`config.mk`:
```
export PLATFORM = sky130hd
export DESIGN_NAME = three_wire_rtc_serial_master_flat
export DESIGN_NICKNAME = d
export VERILOG_FILES = /design/src/rtl/core/twrsm_pkg.sv /design/src/rtl/core/twrsm_if.sv /design/src/rtl/core/twrsm_wbuf.sv /design/src/rtl/core/three_wire_rtc_serial_master.sv /design/src/flat_wrapper.sv
export VERILOG_INCLUDE_DIRS = /design/src /design/src/rtl/core
export SDC_FILE = /design/constraint.sdc
export NUM_CORES = 1
export LEC_CHECK = 0
export BUFFER_PORTS_ARGS = -buffer_cell sky130_fd_sc_hd__buf_4
export CORE_MARGIN = 2
export CORE_UTILIZATION = 62
export CTS_CLUSTER_SIZE = 20
export DETAILED_ROUTE_END_ITERATION = 8
export PLACE_DENSITY = 0.8
export SETUP_SLACK_MARGIN = 0.05
export SLEW_MARGIN = 20
export SYNTH_ARGS = -nofsm -noshare
export SYNTH_HDL_FRONTEND = slang
export SYNTH_HIERARCHICAL = 1
export SYNTH_SLANG_ARGS = --single-unit
```
`constraint.sdc`:
```
create_clock -name clk_i -period 3.6 [get_ports clk_i]
set_input_delay 0.72 -clock clk_i [delete_from_list [all_inputs] [get_ports clk_i]]
set_output_delay 0.72 -clock clk_i [all_outputs]
set_load 0.1 [all_outputs]
```
`src/rtl/core/three_wire_rtc_serial_master_macros.svh`:
```
// assertion macros shared by the serial clock chip master
`ifndef THREE_WIRE_RTC_SERIAL_MASTER_MACROS_SVH
`define THREE_WIRE_RTC_SERIAL_MASTER_MACROS_SVH

// general property, checked outside reset
`define TWRSM_ASSERT(lbl, clk, rstn, prop, msg) \
  lbl: assert property (@(posedge clk) disable iff (!rstn) prop) else $error(msg);

// same-cycle implication, checked outside reset
`define TWRSM_ASSERT_IMP(lbl, clk, rstn, ante, cons, msg) \
  lbl: assert property (@(posedge clk) disable iff (!rstn) (ante) |-> (cons)) else $error(msg);

`endif

```
`src/rtl/core/twrsm_pkg.sv`:
```
// types and constants of the three-wire serial clock chip master
package twrsm_pkg;

  localparam int unsigned BufferDepth = 32;

  localparam int unsigned OpcodeW = 2;
  localparam int unsigned ByteW   = 8;
  localparam int unsigned CountW  = 5;
  localparam int unsigned TickW   = 8;
  localparam int unsigned BitCntW = 3;
  localparam int unsigned CfgIdxW = 1;

  localparam logic [TickW-1:0]   HalfPeriodReset = TickW'(5);
  localparam logic [TickW-1:0]   EnableLowReset  = TickW'(50);
  localparam logic [BitCntW-1:0] LastBit         = '1;

  typedef enum logic [OpcodeW-1:0] {
    OpTick  = 2'd0,
    OpStart = 2'd1,
    OpLoad  = 2'd2,
    OpNop   = 2'd3
  } opcode_e;

  typedef enum logic [CfgIdxW-1:0] {
    CfgHalfPeriod = 1'b0,
    CfgEnableLow  = 1'b1
  } cfg_reg_e;

  typedef enum logic [5:0] {
    PhIdle   = 6'b000001,
    PhCeLow  = 6'b000010,
    PhTxLow  = 6'b000100,
    PhTxHigh = 6'b001000,
    PhRxLow  = 6'b010000,
    PhRxHigh = 6'b100000
  } phase_e;

endpackage

```
`src/rtl/core/twrsm_if.sv`:
```
// channel interfaces of the three-wire serial clock chip master
interface twrsm_in_if;
  logic                           valid;
  logic                           ready;
  logic [twrsm_pkg::OpcodeW-1:0]  opcode;
  logic [twrsm_pkg::ByteW-1:0]    command_byte;
  logic [twrsm_pkg::CountW-1:0]   byte_count;
  logic [twrsm_pkg::ByteW-1:0]    write_data;
  logic                           io_in;

  modport source (output valid, opcode, command_byte, byte_count, write_data, io_in,
                  input ready);
  modport sink (input valid, opcode, command_byte, byte_count, write_data, io_in,
                output ready);
endinterface

interface twrsm_out_if;
  logic                         valid;
  logic                         ready;
  logic                         chip_enable;
  logic                         serial_clock;
  logic                         io_out;
  logic                         io_drive;
  logic                         rx_valid;
  logic [twrsm_pkg::ByteW-1:0]  rx_byte;
  logic                         done_res;
  logic                         busy_res;

  modport source (output valid, chip_enable, serial_clock, io_out, io_drive, rx_valid,
                  rx_byte, done_res, busy_res, input ready);
  modport sink (input valid, chip_enable, serial_clock, io_out, io_drive, rx_valid,
                rx_byte, done_res, busy_res, output ready);
endinterface

interface twrsm_cfg_if;
  logic                          valid;
  logic                          ready;
  logic [twrsm_pkg::CfgIdxW-1:0] index;
  logic [twrsm_pkg::TickW-1:0]   data;

  modport source (output valid, index, data, input ready);
  modport sink (input valid, index, data, output ready);
endinterface

```
`src/rtl/core/twrsm_wbuf.sv`:
```
// write byte buffer: one write port, one registered read port
module twrsm_wbuf #(
  parameter int unsigned Depth = twrsm_pkg::BufferDepth,
  parameter int unsigned AddrW = (Depth > 1) ? $clog2(Depth) : 1
) (
  input  logic                          clk_i,
  input  logic                          wr_en_i,
  input  logic [AddrW-1:0]              wr_addr_i,
  input  logic [twrsm_pkg::ByteW-1:0]   wr_data_i,
  input  logic [AddrW-1:0]              rd_addr_i,
  output logic [twrsm_pkg::ByteW-1:0]   rd_data_o
);

  logic [twrsm_pkg::ByteW-1:0] mem_q [Depth];
  logic [twrsm_pkg::ByteW-1:0] rd_data_q;

  always_ff @(posedge clk_i) begin
    if (wr_en_i) begin
      mem_q[wr_addr_i] <= wr_data_i;
    end
  end

  // read address only moves when a byte is taken, well before the next one is needed
  always_ff @(posedge clk_i) begin
    rd_data_q <= mem_q[rd_addr_i];
  end

  assign rd_data_o = rd_data_q;

endmodule

```
`src/rtl/core/three_wire_rtc_serial_master.sv`:
```
// top level of the three-wire serial clock chip master
// Pin-level master for a three-wire serial clock chip. Every input transaction (tick,
// start, load or nop) yields exactly one result transaction, shown in the cycle after
// its acceptance; a new input is accepted every cycle while the result register is empty
// or being drained, so the sustained rate is one transaction per clock. Time on the
// pins advances only with tick transactions: chip enable stays low for enable_low_ticks
// ticks, each bit spends half_period_ticks ticks with SCLK low and as many high, and a
// final low half period closes the transfer before done_res is raised. Load
// transactions fill the write buffer (BufferDepth bytes) while idle; starts and loads
// arriving while a transfer runs are dropped. Configuration writes complete at once.
`include "three_wire_rtc_serial_master_macros.svh"

module three_wire_rtc_serial_master #(
  parameter int unsigned BufferDepth = twrsm_pkg::BufferDepth
) (
  input  logic          clk_i,
  input  logic          rst_ni,
  twrsm_in_if.sink      in_i,
  twrsm_out_if.source   out_o,
  twrsm_cfg_if.sink     cfg_i
);

  localparam int unsigned AddrW = (BufferDepth > 1) ? $clog2(BufferDepth) : 1;
  localparam int unsigned FillW = $clog2(BufferDepth + 1);
  localparam int unsigned IdxW  = twrsm_pkg::CountW;
  localparam int unsigned ExtW  = (AddrW > IdxW) ? AddrW : IdxW;
  localparam int unsigned CmpW  = (FillW > IdxW) ? FillW : IdxW;
  localparam bit          DepthCovers = (BufferDepth >= (1 << IdxW));
  localparam logic [IdxW-1:0]  DepthLim  = IdxW'(BufferDepth);
  localparam logic [FillW-1:0] DepthFill = FillW'(BufferDepth);

  // configuration
  logic [twrsm_pkg::TickW-1:0] half_q, enable_low_q;

  // transfer state
  twrsm_pkg::phase_e             phase_q, phase_d;
  logic [twrsm_pkg::TickW-1:0]   tick_q, tick_d;
  logic [twrsm_pkg::BitCntW-1:0] bit_q, bit_d;
  logic [twrsm_pkg::CountW-1:0]  bytes_q, bytes_d;
  logic [twrsm_pkg::ByteW-1:0]   shift_q, shift_d;
  logic                          read_q, read_d;
  logic [FillW-1:0]              fill_q, fill_d;
  logic [IdxW-1:0]               idx_q, idx_d;

  // result register
  logic                          out_valid_q;
  logic                          ce_q, sclk_q, io_out_q, drive_q, rx_q, done_q, busy_q;
  logic [twrsm_pkg::ByteW-1:0]   rx_byte_q;

  logic                          in_ready, accept, start_take;
  logic                          rx_d, done_d, ce_d, sclk_d, drive_d;
  logic [twrsm_pkg::ByteW-1:0]   rx_byte_d, shift_rx, wr_byte, rd_data;
  logic                          wr_en, idx_valid;
  logic [ExtW-1:0]               idx_ext;
  logic [AddrW-1:0]              rd_addr, wr_addr;

  assign in_ready  = !out_valid_q || out_o.ready;
  assign in_i.ready = in_ready;
  assign accept    = in_i.valid && in_ready;
  assign cfg_i.ready = 1'b1;

  always_ff @(posedge clk_i or negedge rst_ni) begin
    if (!rst_ni) begin
      half_q       <= twrsm_pkg::HalfPeriodReset;
      enable_low_q <= twrsm_pkg::EnableLowReset;
    end else if (cfg_i.valid) begin
      case (twrsm_pkg::cfg_reg_e'(cfg_i.index))
        twrsm_pkg::CfgHalfPeriod: half_q       <= cfg_i.data;
        twrsm_pkg::CfgEnableLow:  enable_low_q <= cfg_i.data;
        default: ;
      endcase
    end
  end

  // buffer lookup for the next write byte; positions past the fill read as zero
  assign idx_ext   = ExtW'(idx_q);
  assign rd_addr   = idx_ext[AddrW-1:0];
  assign wr_addr   = fill_q[AddrW-1:0];
  assign idx_valid = (CmpW'(idx_q) < CmpW'(fill_q)) && (DepthCovers || (idx_q < DepthLim));
  assign wr_byte   = idx_valid ? rd_data : '0;
  assign shift_rx  = {in_i.io_in, shift_q[twrsm_pkg::ByteW-1:1]};

  twrsm_wbuf #(
    .Depth (BufferDepth),
    .AddrW (AddrW)
  ) u_wbuf (
    .clk_i     (clk_i),
    .wr_en_i   (wr_en),
    .wr_addr_i (wr_addr),
    .wr_data_i (in_i.write_data),
    .rd_addr_i (rd_addr),
    .rd_data_o (rd_data)
  );

  always_comb begin
    phase_d    = phase_q;
    tick_d     = tick_q;
    bit_d      = bit_q;
    bytes_d    = bytes_q;
    shift_d    = shift_q;
    read_d     = read_q;
    fill_d     = fill_q;
    idx_d      = idx_q;
    rx_d       = 1'b0;
    rx_byte_d  = '0;
    done_d     = 1'b0;
    wr_en      = 1'b0;
    start_take = 1'b0;
    if (accept) begin
      case (twrsm_pkg::opcode_e'(in_i.opcode))
        twrsm_pkg::OpTick: begin
          if (phase_q != twrsm_pkg::PhIdle) begin
            if (tick_q > twrsm_pkg::TickW'(1)) begin
              tick_d = tick_q - twrsm_pkg::TickW'(1);
            end else begin
              tick_d = half_q;
              case (phase_q)
                twrsm_pkg::PhCeLow: begin
                  bit_d   = '0;
                  phase_d = twrsm_pkg::PhTxLow;
                end
                twrsm_pkg::PhTxLow: begin
                  phase_d = twrsm_pkg::PhTxHigh;
                end
                twrsm_pkg::PhTxHigh: begin
                  if (bit_q != twrsm_pkg::LastBit) begin
                    bit_d   = bit_q + twrsm_pkg::BitCntW'(1);
                    shift_d = shift_q >> 1;
                    phase_d = twrsm_pkg::PhTxLow;
                  end else begin
                    bit_d = '0;
                    if (!read_q && (bytes_q != '0)) begin
                      bytes_d = bytes_q - twrsm_pkg::CountW'(1);
                      shift_d = wr_byte;
                      idx_d   = idx_q + IdxW'(1);
                      phase_d = twrsm_pkg::PhTxLow;
                    end else begin
                      shift_d = '0;
                      phase_d = twrsm_pkg::PhRxLow;
                    end
                  end
                end
                twrsm_pkg::PhRxLow: begin
                  if (bytes_q == '0) begin
                    // closing low half ends the transfer
                    if (!read_q) begin
                      fill_d = '0;
                    end
                    phase_d = twrsm_pkg::PhIdle;
                    tick_d  = '0;
                    bit_d   = '0;
                    done_d  = 1'b1;
                  end else begin
                    shift_d = shift_rx;
                    if (bit_q != twrsm_pkg::LastBit) begin
                      bit_d = bit_q + twrsm_pkg::BitCntW'(1);
                    end else begin
                      bit_d     = '0;
                      bytes_d   = bytes_q - twrsm_pkg::CountW'(1);
                      rx_d      = 1'b1;
                      rx_byte_d = shift_rx;
                    end
                    phase_d = twrsm_pkg::PhRxHigh;
                  end
                end
                twrsm_pkg::PhRxHigh: begin
                  phase_d = twrsm_pkg::PhRxLow;
                end
                default: begin
                  phase_d = twrsm_pkg::PhIdle;
                  tick_d  = '0;
                end
              endcase
            end
          end
        end
        twrsm_pkg::OpStart: begin
          if (phase_q == twrsm_pkg::PhIdle) begin
            start_take = 1'b1;
            shift_d    = in_i.command_byte;
            read_d     = in_i.command_byte[0];
            bytes_d    = in_i.byte_count;
            idx_d      = '0;
            bit_d      = '0;
            tick_d     = enable_low_q;
            phase_d    = twrsm_pkg::PhCeLow;
          end
        end
        twrsm_pkg::OpLoad: begin
          if ((phase_q == twrsm_pkg::PhIdle) && (fill_q < DepthFill)) begin
            wr_en  = 1'b1;
            fill_d = fill_q + FillW'(1);
          end
        end
        default: ;
      endcase
    end
  end

  always_comb begin
    ce_d    = (phase_d == twrsm_pkg::PhTxLow) || (phase_d == twrsm_pkg::PhTxHigh) ||
              (phase_d == twrsm_pkg::PhRxLow) || (phase_d == twrsm_pkg::PhRxHigh);
    sclk_d  = (phase_d == twrsm_pkg::PhTxHigh) || (phase_d == twrsm_pkg::PhRxHigh);
    drive_d = (phase_d == twrsm_pkg::PhTxLow) || (phase_d == twrsm_pkg::PhTxHigh);
  end

  always_ff @(posedge clk_i or negedge rst_ni) begin
    if (!rst_ni) begin
      phase_q <= twrsm_pkg::PhIdle;
      tick_q  <= '0;
      bit_q   <= '0;
      bytes_q <= '0;
      shift_q <= '0;
      read_q  <= 1'b0;
      fill_q  <= '0;
      idx_q   <= '0;
    end else begin
      phase_q <= phase_d;
      tick_q  <= tick_d;
      bit_q   <= bit_d;
      bytes_q <= bytes_d;
      shift_q <= shift_d;
      read_q  <= read_d;
      fill_q  <= fill_d;
      idx_q   <= idx_d;
    end
  end

  always_ff @(posedge clk_i or negedge rst_ni) begin
    if (!rst_ni) begin
      out_valid_q <= 1'b0;
    end else if (accept) begin
      out_valid_q <= 1'b1;
    end else if (out_o.ready) begin
      out_valid_q <= 1'b0;
    end
  end

  always_ff @(posedge clk_i) begin
    if (accept) begin
      ce_q      <= ce_d;
      sclk_q    <= sclk_d;
      drive_q   <= drive_d;
      io_out_q  <= drive_d & shift_d[0];
      rx_q      <= rx_d;
      rx_byte_q <= rx_byte_d;
      done_q    <= done_d;
      busy_q    <= (phase_d != twrsm_pkg::PhIdle);
    end
  end

  assign out_o.valid        = out_valid_q;
  assign out_o.chip_enable  = ce_q;
  assign out_o.serial_clock = sclk_q;
  assign out_o.io_out       = io_out_q;
  assign out_o.io_drive     = drive_q;
  assign out_o.rx_valid     = rx_q;
  assign out_o.rx_byte      = rx_byte_q;
  assign out_o.done_res     = done_q;
  assign out_o.busy_res     = busy_q;

  `TWRSM_ASSERT_IMP(ap_done_idle, clk_i, rst_ni, out_valid_q && done_q, !ce_q && !busy_q, "done shown while enable high or busy")
  `TWRSM_ASSERT_IMP(ap_rx_pins, clk_i, rst_ni, out_valid_q && rx_q, sclk_q && ce_q && !drive_q, "received byte outside a released high half")
  `TWRSM_ASSERT(ap_fill_bound, clk_i, rst_ni, (fill_q <= DepthFill), "buffer fill beyond depth")
  `TWRSM_ASSERT(ap_start_enters, clk_i, rst_ni, start_take |=> (phase_q == twrsm_pkg::PhCeLow), "start did not enter enable-low phase")

endmodule
```
`src/flat_wrapper.sv`:
```
// flat-port wrapper written by rule: the top's interface ports become plain ports
module three_wire_rtc_serial_master_flat 
#(
  parameter int unsigned BufferDepth = twrsm_pkg::BufferDepth
)
  (clk_i, rst_ni, in_i_valid, in_i_opcode, in_i_command_byte, in_i_byte_count, in_i_write_data, in_i_io_in, in_i_ready, out_o_valid, out_o_chip_enable, out_o_serial_clock, out_o_io_out, out_o_io_drive, out_o_rx_valid, out_o_rx_byte, out_o_done_res, out_o_busy_res, out_o_ready, cfg_i_valid, cfg_i_index, cfg_i_data, cfg_i_ready);
  twrsm_in_if in_i_i ();
  twrsm_out_if out_o_i ();
  twrsm_cfg_if cfg_i_i ();
  input  logic clk_i;
  input  logic rst_ni;
  input wire logic [$bits(in_i_i.valid)-1:0] in_i_valid;
  input wire logic [$bits(in_i_i.opcode)-1:0] in_i_opcode;
  input wire logic [$bits(in_i_i.command_byte)-1:0] in_i_command_byte;
  input wire logic [$bits(in_i_i.byte_count)-1:0] in_i_byte_count;
  input wire logic [$bits(in_i_i.write_data)-1:0] in_i_write_data;
  input wire logic [$bits(in_i_i.io_in)-1:0] in_i_io_in;
  output wire logic [$bits(in_i_i.ready)-1:0] in_i_ready;
  output wire logic [$bits(out_o_i.valid)-1:0] out_o_valid;
  output wire logic [$bits(out_o_i.chip_enable)-1:0] out_o_chip_enable;
  output wire logic [$bits(out_o_i.serial_clock)-1:0] out_o_serial_clock;
  output wire logic [$bits(out_o_i.io_out)-1:0] out_o_io_out;
  output wire logic [$bits(out_o_i.io_drive)-1:0] out_o_io_drive;
  output wire logic [$bits(out_o_i.rx_valid)-1:0] out_o_rx_valid;
  output wire logic [$bits(out_o_i.rx_byte)-1:0] out_o_rx_byte;
  output wire logic [$bits(out_o_i.done_res)-1:0] out_o_done_res;
  output wire logic [$bits(out_o_i.busy_res)-1:0] out_o_busy_res;
  input wire logic [$bits(out_o_i.ready)-1:0] out_o_ready;
  input wire logic [$bits(cfg_i_i.valid)-1:0] cfg_i_valid;
  input wire logic [$bits(cfg_i_i.index)-1:0] cfg_i_index;
  input wire logic [$bits(cfg_i_i.data)-1:0] cfg_i_data;
  output wire logic [$bits(cfg_i_i.ready)-1:0] cfg_i_ready;
  assign in_i_i.valid = in_i_valid;
  assign in_i_i.opcode = in_i_opcode;
  assign in_i_i.command_byte = in_i_command_byte;
  assign in_i_i.byte_count = in_i_byte_count;
  assign in_i_i.write_data = in_i_write_data;
  assign in_i_i.io_in = in_i_io_in;
  assign in_i_ready = in_i_i.ready;
  assign out_o_valid = out_o_i.valid;
  assign out_o_chip_enable = out_o_i.chip_enable;
  assign out_o_serial_clock = out_o_i.serial_clock;
  assign out_o_io_out = out_o_i.io_out;
  assign out_o_io_drive = out_o_i.io_drive;
  assign out_o_rx_valid = out_o_i.rx_valid;
  assign out_o_rx_byte = out_o_i.rx_byte;
  assign out_o_done_res = out_o_i.done_res;
  assign out_o_busy_res = out_o_i.busy_res;
  assign out_o_i.ready = out_o_ready;
  assign cfg_i_i.valid = cfg_i_valid;
  assign cfg_i_i.index = cfg_i_index;
  assign cfg_i_i.data = cfg_i_data;
  assign cfg_i_ready = cfg_i_i.ready;
  three_wire_rtc_serial_master #(.BufferDepth(BufferDepth)) u_core (.clk_i(clk_i), .rst_ni(rst_ni), .in_i(in_i_i), .out_o(out_o_i), .cfg_i(cfg_i_i));
endmodule
```
==> results.sh, run 1 <==
export IMPL_status="completed"
export IMPL_boundaryPins=56
export IMPL_layout_nets=994
export IMPL_synth_compound_area_share=0.05480
export IMPL_core_sq_um=22710
export IMPL_synthAdderAreaFrac=0.01045
export IMPL_cts_tree="yes"
export IMPL_track_usage=0.2690
export IMPL_cts_inserted_buffers=34
export IMPL_syn_avg_cell_area_sq_um=16.84
export IMPL_synth_flop_cell="edfxtp_1"
export IMPL_drt_pass1_iter_count=5
export IMPL_port_buffers=54
export IMPL_p_int_uw=7195
export IMPL_multi_input_area_sq_um=4278
export IMPL_synth_edff_count=271
export IMPL_overflow=0
export IMPL_dp_cells=1193
export IMPL_leakagePower_uw=0.005628
export IMPL_synth_cells=853
export IMPL_synth_top_family_by_area="multiplexers"
export IMPL_period_minus_slack_ns=3.129
export IMPL_slew_violations=0
export IMPL_combinationalPowerShare=0.158
export IMPL_ys_seq_area_frac=0.6811
export IMPL_clkLatencyLatePin_ns=0.52
export IMPL_synthMuxAreaShare=0.1472
export IMPL_p_per_area_nw_per_um2=590.7
export IMPL_setup_ws_ns=0.4707
export IMPL_post_cts_buffers=0
export IMPL_clk_pin_slew_worst_paths_ns=0.06
export IMPL_clk_path_buf_depth=3
export IMPL_seqCellArea_sq_um=9787
export IMPL_place_worst_setup_slack_ns=0.4504
export IMPL_place_congestion=0.8915
export IMPL_min_path_type="primary input to asynchronous set/reset pin"
export IMPL_dieWidth_um=156.2
export IMPL_wire_per_inst_um=25.20
export IMPL_max_stage_delay_ns=0.61
export IMPL_fin_setup_tns_ns=0
export IMPL_synth_xor_xnor_area_share=0.005488
export IMPL_yosysWarnings=6
export IMPL_final_util=0.7208
export IMPL_syn_nets=903
export IMPL_p_switching_uw=2475
export IMPL_drt_initial_drc_count=783
export IMPL_htree_levels=2
export IMPL_final_cells=1254
export IMPL_timing_final_crit_share=0.8693
export IMPL_fp_dieH_um=156.2
export IMPL_cap_violations=0
export IMPL_cp_slowest_cell="nor2_1"
export IMPL_grt_pass1_vias=8130
export IMPL_antenna_found_initial=0
export IMPL_ctsResizeCount=0
export IMPL_swShare=0.2559
export IMPL_initial_core_util=0.6325
export IMPL_rsz0062_at_grt="no"
export IMPL_rows=55
export IMPL_max_clock_freq_ghz=0.3196
export IMPL_setup_violations=0
export IMPL_hpwl_um=19520
export IMPL_cp_required_ns=3.75
export IMPL_async_flop_share=0.1746
export IMPL_drive_gt1_frac=0.2931
export IMPL_fillers=1355
export IMPL_wirelength_um=31600
export IMPL_netlist_area_sq_um=14360
export IMPL_vias=8180
export IMPL_ys_ff_latch=338
export IMPL_final_hold_violation_count=0
export IMPL_critPathKind="register to register"
export IMPL_n_antenna_cell=0
export IMPL_maxSlewHeadroom=0.4092
export IMPL_fin_hold_ws_ns=0.2785
export IMPL_final_cell_mix="271 x edfxtp_1, 95 x buf_4, 80 x mux4_2"
export IMPL_seqPwrFrac=0.481
export IMPL_cts_hold_fix_buffers=0
export IMPL_crit_chain="nor3_2, nand3_1, nor4_1, buf_4, or3b_2, nor2_1"
export IMPL_area_growth_synth_to_final_pct=13.97
export IMPL_yosysTopAreaCell="edfxtp_1"
export IMPL_grt_pass1_wl_um=48460
export IMPL_worstSetupStartpointType="register"
export IMPL_worstPathArrival_ns=3.28
export IMPL_cp_end_kind="register"
export IMPL_final_common_cell="edfxtp_1"
export IMPL_yosysUniqueCellTypes=73
export IMPL_grt_max_degree=60
export IMPL_yosys_area_share_simple=0.07910
export IMPL_path_max_fanout=13
export IMPL_pwr_share_clk=0.361
export IMPL_finClkSkew_ns=0.01330
export IMPL_cts_root_buf="clkbuf_16"
export IMPL_worstMarginPinSlew_ns=0.8863
export IMPL_drcViolationCount=0
export IMPL_drtAntennaViolNets=0
export IMPL_design_die_area_sq_um=24400
export IMPL_synth_area_leaders="edfxtp_1 57%, mux4_2 13%, dfrtp_1 9.2%"
export IMPL_viasPerCell=6.523
export IMPL_vdd_drop_max_uv=447.7
export IMPL_clock_sinks=338
export IMPL_synth_top_area_frac=0.5666
==> final cells by class <==
type / instances / area share
repair buffers: 97 / 0.04601
clock buffers: 47 / 0.05618
clock inverters: 14 / 0.01177
flip-flops and latches: 338 / 0.5979
multi-input cells: 451 / 0.2613
well taps: 285 / 0.02178
inverters: 22 / 0.005045
==> path summary, 6_finish.rpt <==
kind	start	to	slack, ns	cells after the start
min	rst_ni	u_core/shift_q[0]$_DFF_PN0_	0.28	1
max in group asynchronous	rst_ni	u_core/idx_ext[0]$_DFFE_PN0P_	2.73	1
min reg2reg	u_core/enable_low_q[0]$_DFFE_PN0P_	u_core/enable_low_q[0]$_DFFE_PN0P_	0.51	1
min in group clk_i	in_i_valid	u_core/out_o.valid$_DFFE_PN0P_	0.43	3
max reg2reg	u_core/phase_q[5]$_DFF_PN0_	u_core/u_wbuf/mem_q[0][1]$_DFFE_PP_	0.47	6
max	u_core/phase_q[5]$_DFF_PN0_	u_core/u_wbuf/mem_q[0][1]$_DFFE_PP_	0.47	6
==> kinds of logic after synthesis <==
| group | after synthesis |
|---|---|
| AO/OA/AOI/OAI | 116 |
| XOR/XNOR | 9 |
| adder cells (fa/ha/maj) | 12 |
| buffers and inverters | 64 |
| flip-flops | 338 |
| multiplexers | 108 |
| other | 1 |
| AND/OR/NAND/NOR | 205 |
==> cells in the mapped netlist, drive strengths merged, types with 3 or more instances <==
cell,count
or2,4
or4,3
nand4b,4
dfxtp,8
dfstp,6
nand3b,8
mux2,26
a221oi,8
nand2,38
o21ai,31
mux4,80
a21oi,29
ha,12
a22o,9
a31oi,5
nand4,3
or3,3
or3b,4
o31ai,6
xor2,4
nand3,22
edfxtp,271
clkbuf,18
nor3,17
dfrtp,53
and3,4
nand2b,9
nor2,57
a211oi,7
xnor2,5
o211ai,5
nor2b,4
buf,24
inv,22
nor4,17
==> critical path, delay by kind of cell (launching register included) <==
family                 cells  cell delay [ns]
buffers and inverters      1             0.21
DFF                        1             0.56
and+or+nand+nor            5             2.00
==> metrics by stage <==
step                instance area (sq um)  power [uW]
floorplan                           14370        5784
global placement                    15260        6202
detailed placement                  15260        6248
CTS                                 16370        9737
global route                        16370       10010
finish                              16370        9670
==> registers in the layout, summed over array words and instances, names as in the netlist, 3 cells and up <==
| name | count |
|---|---|
| u_core/enable_low_q | 8 |
| u_core/fill_q | 6 |
| u_core/idx_ext | 5 |
| u_core/half_q | 8 |
| u_core/phase_q | 6 |
| u_core/u_wbuf/rd_data_o | 8 |
| u_core/out_o.rx_byte | 8 |
| u_core/u_wbuf/mem_q | 256 |
| u_core/shift_q | 8 |
| u_core/bit_q | 3 |
| u_core/tick_q | 8 |
| u_core/bytes_q | 5 |
==> routing by layer <==
metal | track usage | up-vias | wire, um
met2 | 0.4515 | 370 | 16140
met3 | 0.04528 | 43 | 2378
met4 | 0.07121 | 0 | 668
met5 | 0 | - | 0
li1 | - | 3591 | -
met1 | 0.3735 | 4176 | 12420
==> power by group through the flow <==
stage | combinational, uW | sequential, uW | clock [uW]
detailed placement | 1510 | 4730 | 0
floorplan | 1150 | 4640 | 0
global route | 1630 | 4680 | 3700
CTS | 1530 | 4650 | 3550
global placement | 1480 | 4720 | 0
finish | 1530 | 4650 | 3490
(Power assumes the default switching activity.)
==> run 2: changes to the inputs <==
--- a/config.mk
+++ b/config.mk
@@ -8,10 +8,10 @@
 export LEC_CHECK = 0
 export BUFFER_PORTS_ARGS = -buffer_cell sky130_fd_sc_hd__buf_4
 export CORE_MARGIN = 2
-export CORE_UTILIZATION = 62
+export CORE_UTILIZATION = 61
 export CTS_CLUSTER_SIZE = 20
 export DETAILED_ROUTE_END_ITERATION = 8
-export PLACE_DENSITY = 0.8
+export PLACE_DENSITY_LB_ADDON = 0.08
 export SETUP_SLACK_MARGIN = 0.05
 export SLEW_MARGIN = 20
 export SYNTH_ARGS = -nofsm -noshare
==> run 2 against run 1 <==
Compared with the run above: total power decreased by 0.29%; final cell count up 2.6%; non-clock buffer count is 4 lower; combinational power is essentially flat; sequential power is essentially flat; clock-buffer cell count unchanged; global-route usage fell by 0.35 points; critical path type unchanged.
==> results.sh, run 2 (synthesized netlist as in run 1, its figures left out) <==
export IMPL_status="completed"
export IMPL_antenna_found_initial=0
export IMPL_drt_initial_drc_count=738
export IMPL_hpwl_um=20300
export IMPL_timing_final_crit_share=0.9335
export IMPL_fillers=1557
export IMPL_cp_end_kind="register"
export IMPL_final_cell_mix="271 x edfxtp_1, 91 x buf_4, 80 x mux4_2"
export IMPL_clk_pin_slew_worst_paths_ns=0.06
export IMPL_cts_tree="yes"
export IMPL_clock_sinks=338
export IMPL_boundaryPins=56
export IMPL_crit_buf_inv=1
export IMPL_dieWidth_um=157.4
export IMPL_drt_pass1_iter_count=5
export IMPL_grt_max_degree=60
export IMPL_final_cells=1287
export IMPL_met1_length_um=12970
export IMPL_period_minus_slack_ns=3.360
export IMPL_maxSlewHeadroom=0.3882
export IMPL_overflow=0
export IMPL_cts_root_buf="clkbuf_16"
export IMPL_layout_nets=991
export IMPL_cts_hold_fix_buffers=0
export IMPL_n_antenna_cell=0
export IMPL_critPathKind="register to register"
export IMPL_initial_core_util=0.6174
export IMPL_clkLatencyLatePin_ns=0.52
export IMPL_rsz0062_at_grt="no"
export IMPL_crit_chain="nor3_2, nand3_1, nor4_1, buf_4, or3b_2, nor2_1"
export IMPL_port_buffers=54
export IMPL_cp_slowest_cell="nor2_1"
export IMPL_leakagePower_uw=0.005609
export IMPL_fin_setup_tns_ns=0
export IMPL_rows=56
export IMPL_fp_dieH_um=157.4
export IMPL_place_congestion=0.9056
export IMPL_drive_gt1_frac=0.2924
export IMPL_min_path_type="primary input to asynchronous set/reset pin"
export IMPL_finClkSkew_ns=0.01682
export IMPL_drcViolationCount=0
export IMPL_cts_inserted_buffers=35
export IMPL_grt_pass1_vias=8158
export IMPL_wirelength_um=31880
export IMPL_grt_pass1_wl_um=48710
export IMPL_worstSetupStartpointType="register"
export IMPL_clk_path_buf_depth=3
export IMPL_wire_per_inst_um=24.77
export IMPL_viasPerCell=6.315
export IMPL_final_hold_violation_count=0
export IMPL_ctsResizeCount=0
export IMPL_worstMarginPinSlew_ns=0.9177
export IMPL_crit_family="simple AND/OR/NAND/NOR gates"
export IMPL_dp_cells=1223
export IMPL_drtAntennaViolNets=0
export IMPL_htree_levels=2
export IMPL_largest_reg_flops=256
export IMPL_final_common_cell="edfxtp_1"
export IMPL_routed_wl_met2_um=16210
export IMPL_top_register="u_core/u_wbuf/mem_q"
export IMPL_post_cts_buffers=0
export IMPL_worstPathArrival_ns=3.51
export IMPL_setup_violations=0
export IMPL_area_growth_synth_to_final_pct=13.96
export IMPL_vdd_drop_max_uv=584.2
export IMPL_r2r_slack_ns=0.24
export IMPL_cap_violations=0
export IMPL_vias=8128
export IMPL_max_clock_freq_ghz=0.2976
export IMPL_max_stage_delay_ns=0.63
export IMPL_design_die_area_sq_um=24790
export IMPL_core_sq_um=23260
export IMPL_track_usage=0.2655
export IMPL_cp_required_ns=3.75
export IMPL_met3WireLength_um=1948
export IMPL_top_layer_used="met4"
export IMPL_slew_violations=0
export IMPL_p_per_area_nw_per_um2=589.1
export IMPL_path_max_fanout=12
## run 2: area by class of cell
class | count | area [sq um] | share of cell area
Timing Repair Buffer | 93 | 723.2 | 0.04418
Inverter | 22 | 82.58 | 0.005045
Multi-Input combinational cell | 451 | 4278 | 0.2614
Clock buffer | 47 | 952.2 | 0.05817
Clock inverter | 17 | 146.4 | 0.008944
Tap cell | 319 | 399.1 | 0.02438
Sequential cell | 338 | 9787 | 0.5979
## run 2: metrics by stage
stage	util	hold slack, ns	cell area (sq um)	setup slack (ns)	power [uW]
floorplan	-	0.4244	14370	0.1842	5784
global route	0.7036	0.3510	16370	0.1947	9995
detailed placement	0.6564	0.4906	15270	0.2620	6261
CTS	0.7036	0.3100	16370	0.3803	9724
global placement	0.6564	0.4876	15270	0.3684	6223
finish	0.7036	0.2992	16370	0.2395	9642
## run 2: per-layer routing
metal,up-vias,global-route usage
li1,3585,-
met1,4185,0.3678
met2,301,0.4444
met3,57,0.04433
met4,0,0.07143
met5,-,0
## run 2: final timing paths
kind                                                    startpoint  depth (start not counted)                                    to
worst max-delay path                   u_core/phase_q[1]$_DFF_PN0_                          6  u_core/u_wbuf/mem_q[28][3]$_DFFE_PP_
worst min-delay path                                        rst_ni                          1          u_core/half_q[6]$_DFFE_PN0P_
worst max register to register         u_core/phase_q[1]$_DFF_PN0_                          6  u_core/u_wbuf/mem_q[28][3]$_DFFE_PP_
worst min register to register  u_core/enable_low_q[0]$_DFFE_PN0P_                          1    u_core/enable_low_q[0]$_DFFE_PN0P_
max in group asynchronous                                   rst_ni                          1         u_core/idx_ext[0]$_DFFE_PN0P_
min in group clk_i                                      in_i_valid                          3        u_core/out_o.valid$_DFFE_PN0P_
## run 2: report_power, final
group / internal (uW) / leakage [uW] / switching, uW
clock: 2010 / 0.000538 / 1450
sequential: 4390 / 0.00319 / 251
combinational: 767 / 0.00188 / 773
total: 7170 / 0.00561 / 2470
==> run 3: changes to the inputs <==
==> constraint.sdc (replaced) <==
create_clock -name clk_i -period 3.2 [get_ports clk_i]
set_input_delay 0.64 -clock clk_i [delete_from_list [all_inputs] [get_ports clk_i]]
set_output_delay 0.64 -clock clk_i [all_outputs]
set_load 0.1 [all_outputs]
==> run 3 against run 2 <==
Compared with the run above: setup slack better by 0.038 ns; utilization up 0.44 points; first-iteration DRC count decreased by 8.0%; combinational power up 15%; final cell count increased by 1.0%; design area is 0.63% higher; total power rose by 12%; hold slack got worse by 0.11 ns; critical endpoint is now u_core/u_wbuf/mem_q[10][7]$_DFFE_PP_; largest cell class unchanged.
==> results.sh, run 3 (synthesized netlist as in run 1, its figures left out) <==
export IMPL_dieWidth_um=157.4
export IMPL_r2r_start="u_core/phase_q[4]$_DFF_PN0_"
export IMPL_cts_hold_fix_buffers=0
export IMPL_antenna_found_initial=0
export IMPL_worstSetupStartpointType="register"
export IMPL_area_growth_synth_to_final_pct=14.68
export IMPL_largest_reg_flops=256
export IMPL_top_register="u_core/u_wbuf/mem_q"
export IMPL_clk_path_buf_depth=3
export IMPL_finClkSkew_ns=0.02765
export IMPL_cts_root_buf="clkbuf_16"
export IMPL_post_cts_buffers=0
export IMPL_design_die_area_sq_um=24790
export IMPL_clkLatencyLatePin_ns=0.53
export IMPL_cap_violations=0
export IMPL_overflow=0
export IMPL_grt_pass1_wl_um=49400
export IMPL_track_usage=0.2720
export IMPL_drive_gt1_frac=0.3028
export IMPL_min_path_type="primary input to asynchronous set/reset pin"
export IMPL_cts_inserted_buffers=35
export IMPL_port_buffers=54
export IMPL_crit_chain="nor3_2, nand3_1, nor4_2, nand3b_1, nor2_1, buf_4"
export IMPL_r2r_slack_ns=0.28
export IMPL_fin_setup_tns_ns=0
export IMPL_initial_core_util=0.6174
export IMPL_htree_levels=2
export IMPL_leakagePower_uw=0.005673
export IMPL_clock_sinks=338
export IMPL_rsz0062_at_grt="no"
export IMPL_drt_initial_drc_count=679
export IMPL_cts_tree="yes"
export IMPL_drcViolationCount=0
export IMPL_maxSlewHeadroom=0.4342
export IMPL_top_layer_used="met4"
export IMPL_grt_max_degree=60
export IMPL_worstPathArrival_ns=3.15
export IMPL_viasPerCell=6.402
export IMPL_met1_length_um=13220
export IMPL_final_hold_violation_count=0
export IMPL_ctsResizeCount=0
export IMPL_wire_per_inst_um=24.87
export IMPL_drtAntennaViolNets=0
export IMPL_wirelength_um=32330
export IMPL_routed_wl_met2_um=15730
export IMPL_slew_violations=0
export IMPL_grt_pass1_vias=8235
export IMPL_cp_slowest_cell="nand3b_1"
export IMPL_setup_violations=0
export IMPL_r2r_end="u_core/u_wbuf/mem_q[10][7]$_DFFE_PP_"
export IMPL_final_common_cell="edfxtp_1"
export IMPL_met3WireLength_um=2312
export IMPL_hpwl_um=21040
export IMPL_timing_final_crit_share=0.9134
export IMPL_setup_ws_ns=0.2772
export IMPL_critPathKind="register to register"
export IMPL_max_stage_delay_ns=0.59
export IMPL_place_congestion=0.9277
export IMPL_rows=56
export IMPL_cp_required_ns=3.42
export IMPL_vdd_drop_max_uv=544.8
export IMPL_final_cell_mix="271 x edfxtp_1, 105 x buf_4, 80 x mux4_2"
export IMPL_place_worst_setup_slack_ns=0.1929
export IMPL_period_minus_slack_ns=2.923
export IMPL_drt_pass1_iter_count=5
export IMPL_core_sq_um=23260
export IMPL_status="completed"
export IMPL_worstMarginPinSlew_ns=0.8470
export IMPL_path_max_fanout=8
export IMPL_layout_nets=1006
export IMPL_n_antenna_cell=0
export IMPL_clk_pin_slew_worst_paths_ns=0.06
export IMPL_boundaryPins=56
export IMPL_cp_end_kind="register"
export IMPL_p_per_area_nw_per_um2=653.8
export IMPL_fillers=1477
export IMPL_vias=8323
export IMPL_reg2reg_depth=6
export IMPL_fp_dieH_um=157.4
export IMPL_max_clock_freq_ghz=0.3421
run 3: layout make-up:
class,instances,area (sq um),share of cell area
flip-flops and latches,338,9788,0.5943
clock inverters,14,113.9,0.006913
repair buffers,108,848.3,0.05150
clock buffers,48,954.7,0.05796
multi-input cells,451,4284,0.2601
inverters,22,82.58,0.005014
well taps,319,399.1,0.02423
run 3: power by group:
group          leakage [uW]  internal (uW)  total, uW  switching (uW)
clock              0.000518           2180       3810            1630
sequential          0.00319           4940       5200             258
combinational       0.00196            875       1770             890
total               0.00567           7990      10800            2780
run 3: how the worst max path moves through the flow:
stage          depth (start not counted)                                   end                            from
6_report                               6  u_core/u_wbuf/mem_q[10][7]$_DFFE_PP_     u_core/phase_q[4]$_DFF_PN0_
5_1_grt                                6  u_core/u_wbuf/mem_q[19][7]$_DFFE_PP_     u_core/phase_q[4]$_DFF_PN0_
4_1_cts                                6  u_core/u_wbuf/mem_q[10][4]$_DFFE_PP_     u_core/phase_q[4]$_DFF_PN0_
3_5_place_dp                           7  u_core/u_wbuf/mem_q[10][7]$_DFFE_PP_                     out_o_ready
3_3_place_gp                           7  u_core/u_wbuf/mem_q[10][4]$_DFFE_PP_                     out_o_ready
2_1_floorplan                          6   u_core/u_wbuf/mem_q[0][0]$_DFFE_PP_  u_core/out_o.valid$_DFFE_PN0P_
run 3: routing by layer:
| metal | up-vias | global-route usage |
|---|---|---|
| li1 | 3618 | - |
| met1 | 4242 | 0.3846 |
| met2 | 401 | 0.4329 |
| met3 | 62 | 0.04570 |
| met4 | 0 | 0.1039 |
| met5 | - | 0 |
run 3: worst max-delay path, delay by kind of cell (launching register included):
kind	cells	cell delay, ns
and+or+nand+nor	5	2.03
DFF	1	0.39
buffers and inverters	1	0.20
run 3: stage by stage:
stage | hold slack [ns] | std cells | cell area (sq um) | power (uW) | utilization
final | 0.1876 | 1300 | 16470 | 10770 | 0.7080
after global routing | 0.2520 | 1300 | 16470 | 11170 | 0.7080
after CTS | 0.2232 | 1300 | 16470 | 10840 | 0.7080
after detailed placement | 0.4956 | 1238 | 15400 | 7050 | 0.6621
after global placement | 0.4890 | 1238 | 15400 | 7006 | 0.6621
after floorplan | 0.3444 | 853 | 14380 | 6508 | -
